==> config.mk <==
export PLATFORM = sky130hd
export DESIGN_NAME = tod_update
export DESIGN_NICKNAME = d
export VERILOG_FILES = /design/src/design/tod_pkg.sv /design/src/design/tod_update.sv
export SDC_FILE = /design/constraint.sdc
export NUM_CORES = 1
export LEC_CHECK = 0
export BUFFER_PORTS_ARGS = -buffer_cell sky130_fd_sc_hd__buf_4
export CORE_ASPECT_RATIO = 1.1
export CORE_MARGIN = 2
export CORE_UTILIZATION = 50
export CTS_BUF_LIST = sky130_fd_sc_hd__clkbuf_16
export DETAILED_ROUTE_END_ITERATION = 6
export PLACE_DENSITY_LB_ADDON = 0.3
export SKIP_LAST_GASP = 1
export SLEW_MARGIN = 20
export SYNTH_ARGS = -nofsm -noshare
export SYNTH_HDL_FRONTEND = slang
export SYNTH_SLANG_ARGS = --single-unit
==> constraint.sdc <==
create_clock -name aclk -period 6.7 [get_ports aclk]
set_clock_uncertainty 0.05 [all_clocks]
set_input_delay 0.67 -clock aclk [delete_from_list [all_inputs] [get_ports aclk]]
set_output_delay 0.67 -clock aclk [all_outputs]
set_load 0.01 [all_outputs]
==> src/design/tod_pkg.sv <==
// Shared types and constants of the time-of-day tenths counter.
package tod_pkg;

    localparam int COUNT_W = 20;

    // One day, one hour, one minute and one second in tenths of a second.
    localparam logic [COUNT_W-1:0] DAY_TENTHS    = 20'd864000;
    localparam logic [COUNT_W-1:0] HOUR_TENTHS   = 20'd36000;
    localparam logic [COUNT_W-1:0] MINUTE_TENTHS = 20'd600;
    localparam logic [COUNT_W-1:0] SECOND_TENTHS = 20'd10;

    // Reciprocal multipliers: floor(x / d) == (x * MULT) >> SHIFT for every x below
    // one day, since x * (MULT * d - 2**SHIFT) stays below 2**SHIFT.
    localparam logic [COUNT_W-1:0] DIV10_MULT    = 20'd838861;
    localparam int                 DIV10_SHIFT   = 23;
    localparam logic [COUNT_W-1:0] DIV600_MULT   = 20'd894785;
    localparam int                 DIV600_SHIFT  = 29;
    localparam logic [COUNT_W-1:0] DIV36K_MULT   = 20'd954438;
    localparam int                 DIV36K_SHIFT  = 35;

    // Widths of the quotients: total seconds, total minutes and hours in a day.
    localparam int SECS_W  = 17;
    localparam int MINS_W  = 11;
    localparam int HOURS_W = 5;

    typedef enum logic [2:0] {
        MODE_TICK  = 3'd0,
        MODE_ADD   = 3'd1,
        MODE_SUB   = 3'd2,
        MODE_SET   = 3'd3,
        MODE_CLEAR = 3'd4
    } mode_t;

    // New count handed from the update stage to the breakdown stage.
    typedef struct packed {
        logic               valid;
        logic [COUNT_W-1:0] count;
    } tod_count_t;

endpackage

==> src/design/tod_update.sv <==
// Request register and day-count update stage of the time-of-day counter.
module tod_update (
    input  logic                       aclk,
    input  logic                       aresetn,
    input  logic                       s_valid,
    output logic                       s_ready,
    input  logic [2:0]                 s_mode,
    input  logic [19:0]                s_amount,
    output tod_pkg::tod_count_t        cnt_o,
    input  logic                       cnt_ready
);

    logic                  req_valid_reg, req_valid_next;
    tod_pkg::mode_t        mode_reg;
    logic [19:0]           amt_reg;
    logic [19:0]           amt_wrapped;
    logic                  cnt_valid_reg, cnt_valid_next;
    logic [19:0]           day_count_reg, day_count_next;
    logic                  upd_ready;
    logic                  advance;
    logic                  accept;
    logic [20:0]           sum_w;
    logic [20:0]           diff_w;
    logic [19:0]           add_res;
    logic [19:0]           sub_res;
    logic [19:0]           tick_res;

    assign upd_ready = !cnt_valid_reg || cnt_ready;
    assign advance   = req_valid_reg && upd_ready;
    assign s_ready   = !req_valid_reg || upd_ready;
    assign accept    = s_valid && s_ready;

    // The amount is below twice a day, so one conditional subtract reduces it.
    assign amt_wrapped = (s_amount >= tod_pkg::DAY_TENTHS) ?
                         s_amount - tod_pkg::DAY_TENTHS : s_amount;

    assign sum_w    = {1'b0, day_count_reg} + {1'b0, amt_reg};
    assign add_res  = (sum_w >= {1'b0, tod_pkg::DAY_TENTHS}) ?
                      sum_w[19:0] - tod_pkg::DAY_TENTHS : sum_w[19:0];
    assign diff_w   = {1'b0, day_count_reg} - {1'b0, amt_reg};
    assign sub_res  = diff_w[20] ? diff_w[19:0] + tod_pkg::DAY_TENTHS : diff_w[19:0];
    assign tick_res = (day_count_reg == tod_pkg::DAY_TENTHS - 20'd1) ?
                      20'd0 : day_count_reg + 20'd1;

    always_comb begin
        day_count_next = day_count_reg;
        if (advance) begin
            case (mode_reg)
                tod_pkg::MODE_TICK:  day_count_next = tick_res;
                tod_pkg::MODE_ADD:   day_count_next = add_res;
                tod_pkg::MODE_SUB:   day_count_next = sub_res;
                tod_pkg::MODE_SET:   day_count_next = amt_reg;
                tod_pkg::MODE_CLEAR: day_count_next = 20'd0;
                default:             day_count_next = day_count_reg;
            endcase
        end
    end

    always_comb begin
        req_valid_next = req_valid_reg;
        if (accept) begin
            req_valid_next = 1'b1;
        end else if (advance) begin
            req_valid_next = 1'b0;
        end
        cnt_valid_next = cnt_valid_reg;
        if (advance) begin
            cnt_valid_next = 1'b1;
        end else if (cnt_ready) begin
            cnt_valid_next = 1'b0;
        end
    end

    always_ff @(posedge aclk) begin
        if (!aresetn) begin
            req_valid_reg <= 1'b0;
            cnt_valid_reg <= 1'b0;
            day_count_reg <= 20'd0;
        end else begin
            req_valid_reg <= req_valid_next;
            cnt_valid_reg <= cnt_valid_next;
            day_count_reg <= day_count_next;
        end
    end

    always_ff @(posedge aclk) begin
        if (accept) begin
            mode_reg <= tod_pkg::mode_t'(s_mode);
            amt_reg  <= amt_wrapped;
        end
    end

    // The state register doubles as the payload of the hand-off stage.
    assign cnt_o.valid = cnt_valid_reg;
    assign cnt_o.count = day_count_reg;

    assert property (@(posedge aclk) disable iff (!aresetn)
        day_count_reg < tod_pkg::DAY_TENTHS)
        else $error("day count left the range of one day");

    assert property (@(posedge aclk) disable iff (!aresetn)
        advance && mode_reg == tod_pkg::MODE_SET |=> day_count_reg == $past(amt_reg))
        else $error("set request did not load the reduced amount");

    assert property (@(posedge aclk) disable iff (!aresetn)
        !advance && !cnt_valid_reg |=> $stable(day_count_reg))
        else $error("day count changed without an update");

endmodule

==> out/qor.csv <==
metric,value,unit
synth_cell_types,82,
min_period,4.53,ns
row_count,40,
cp_num_buf_inv,0,
clk_pin_slew,0.07,ns
htreeDepth,2,
clk_path_buf_depth,2,
power_density,188,mW/mm2
max_stage_delay,0.70,ns
avgViaCountPerCell,6.59,
worstPathRequired,6.83,ns
wire_per_inst,19.5,um
path_cells,ha_1 -> nand2b_1 -> a221oi_1 -> or2_0 -> nor2_1 -> xnor2_1 -> ha_1 -> nor4b_1 -> a41o_1 -> a41o_1 -> a31oi_1 -> a21oi_1 -> a2111oi_2 -> a21oi_1,
postRouteAntennaNets,0,
setup_ws,2.17,ns
cts_buffers,5,
dr.pass1.iters,5,
hold_viol_final,0,
avgSynthCellArea,7.64,um2
nets,841,
cts_tree,yes,
yosysWarningCount,0,
hold-worst-slack,0.502,ns
die_w,106,um
worstSetupStartpointType,flop,
layout_common_cells,"75 x nor2_1, 67 x a21oi_1, 51 x buf_4",
place_ws,2.30,ns
grt_pass1_vias,5492,
crit_family,compound AO/OA/AOI/OAI gates,
setup_viol,0,
gp_congestion,0.928,
synth_cells,745,
max_slew_margin,24.9,%
synth_flop_cell,edfxtp_1,
fmax,221,MHz
hold_class,in2reg,
drc,0,
clock_latency,0.30,ns
postPlaceCellArea,0.00611,mm2
grt_pass1_wl,28.3,mm
portBuffers,48,
io_pins,49,
tightest_slew,1.11,ns
finalNonFillerCells,916,
final_area,0.00627,mm2
root_buffer,clkbuf_16,
synth_nets,818,
cts_setup_buffers,0,
vdd_drop_max,0.214,mV
fp.coreArea,0.0110,mm2
antennaDiodeCount,0,
drt_iter0_drc,627,
cp-end-kind,flop,
initial_core_util,51.7,%
slowest_stage,a31oi_1,
hold_buffers,0,
cts_sinks,45,
synth_edf_count,23,
grt_use_total,29.0,%
antenna_found_initial,0,
wirelength,17.8,mm
rsz0062_at_grt,false,
synthToLayoutAreaGrowth,10.2,%
maxCapViolations,0,
cp_data_arrival_time,4.66,ns
synth-seq-cells,45,
power_leakage,2.60,nW
place_inst,908,
outcome,finished clean,
cp_max_fo,13,
drive_gt1_share,11.3,%
post-route-period-util,67.6,%
die_area,0.0123,mm2
fp.dieH,116,um
num_vias,6033,
cts_resized,0,
syn_area,0.00569,mm2
grt_max_degree,24,
place_hpwl,13.7,mm
fin_tns_setup,0,ns
finalMaxSlewViolations,0,
ys_seq_area_share,19.9,%
final_common_cell,nor2_1,
critical_path_class,reg2reg,
grt_remaining_overflow,0,
synthArstFlopShare,0,%
==> layout make-up <==
type | instances | area (um2)
fillers | 1017 | 4740
clock buffers | 5 | 125
inverters | 51 | 191
multi-input cells | 614 | 4220
flip-flops and latches | 45 | 1130
clock inverters | 3 | 41.3
repair buffers | 51 | 383
well taps | 147 | 184
==> synthesized netlist by cell type (17+ instances only) <==
cell / count / area (um2)
xor2_1: 18 / 158
nor2_1: 75 / 282
dfxtp_1: 22 / 440
o21ai_0: 50 / 250
clkbuf_1: 26 / 97.6
xnor2_1: 38 / 333
edfxtp_1: 23 / 691
nand2_1: 50 / 188
nor3_1: 17 / 85.1
ha_1: 44 / 551
inv_1: 48 / 180
a21oi_1: 67 / 335
==> power by group <==
part	switching [mW]	total (mW)	internal (mW)
Combinational	0.340	0.550	0.210
Clock	0.113	0.288	0.175
Sequential	0.0335	0.345	0.311
Total	0.486	1.18	0.696
==> path summary, 6_finish.rpt <==
kind	from	endpoint	cells past startpoint	slack (ns)
max	day_count_reg[6]$_SDFFE_PN0P_	day_count_reg[11]$_SDFFE_PN0P_	14	2.17
min	s_mode[2]	mode_reg[2]$_DFFE_PP_	1	0.50
max reg2reg	day_count_reg[6]$_SDFFE_PN0P_	day_count_reg[11]$_SDFFE_PN0P_	14	2.17
min reg2reg	req_valid_reg$_SDFFE_PN0P_	cnt_valid_reg$_SDFFE_PN0P_	1	0.52
==> per-layer routing <==
| metal | GRT usage, % | vias to the layer above | part of all wire, % |
|---|---|---|---|
| li1 | - | 2802 | - |
| met2 | 46.1 | 335 | 44 |
| met5 | 0 | - | 0 |
| met1 | 41.5 | 2851 | 44 |
| met3 | 3.32 | 45 | 9.0 |
| met4 | 8.95 | 0 | 2.5 |
==> through the flow <==
stage                     util, %  total power [mW]
after detailed placement     55.5             0.879
after global routing         57.0              1.25
after CTS                    57.0              1.17
final                        57.0              1.18
after global placement       55.5             0.872
after floorplan                 -             0.741
==> cells by family after synthesis <==
family / Yosys count / synth area share [%]
flip-flops: 45 / 19.9
buffers and inverters: 86 / 6.04
AND/OR/NAND/NOR: 248 / 22.2
adder cells (fa/ha/maj): 46 / 10.4
AO/OA/AOI/OAI: 257 / 31.7
XOR/XNOR: 56 / 8.62
multiplexers: 7 / 1.23
No activity file was read; power rests on OpenSTA's default activity.
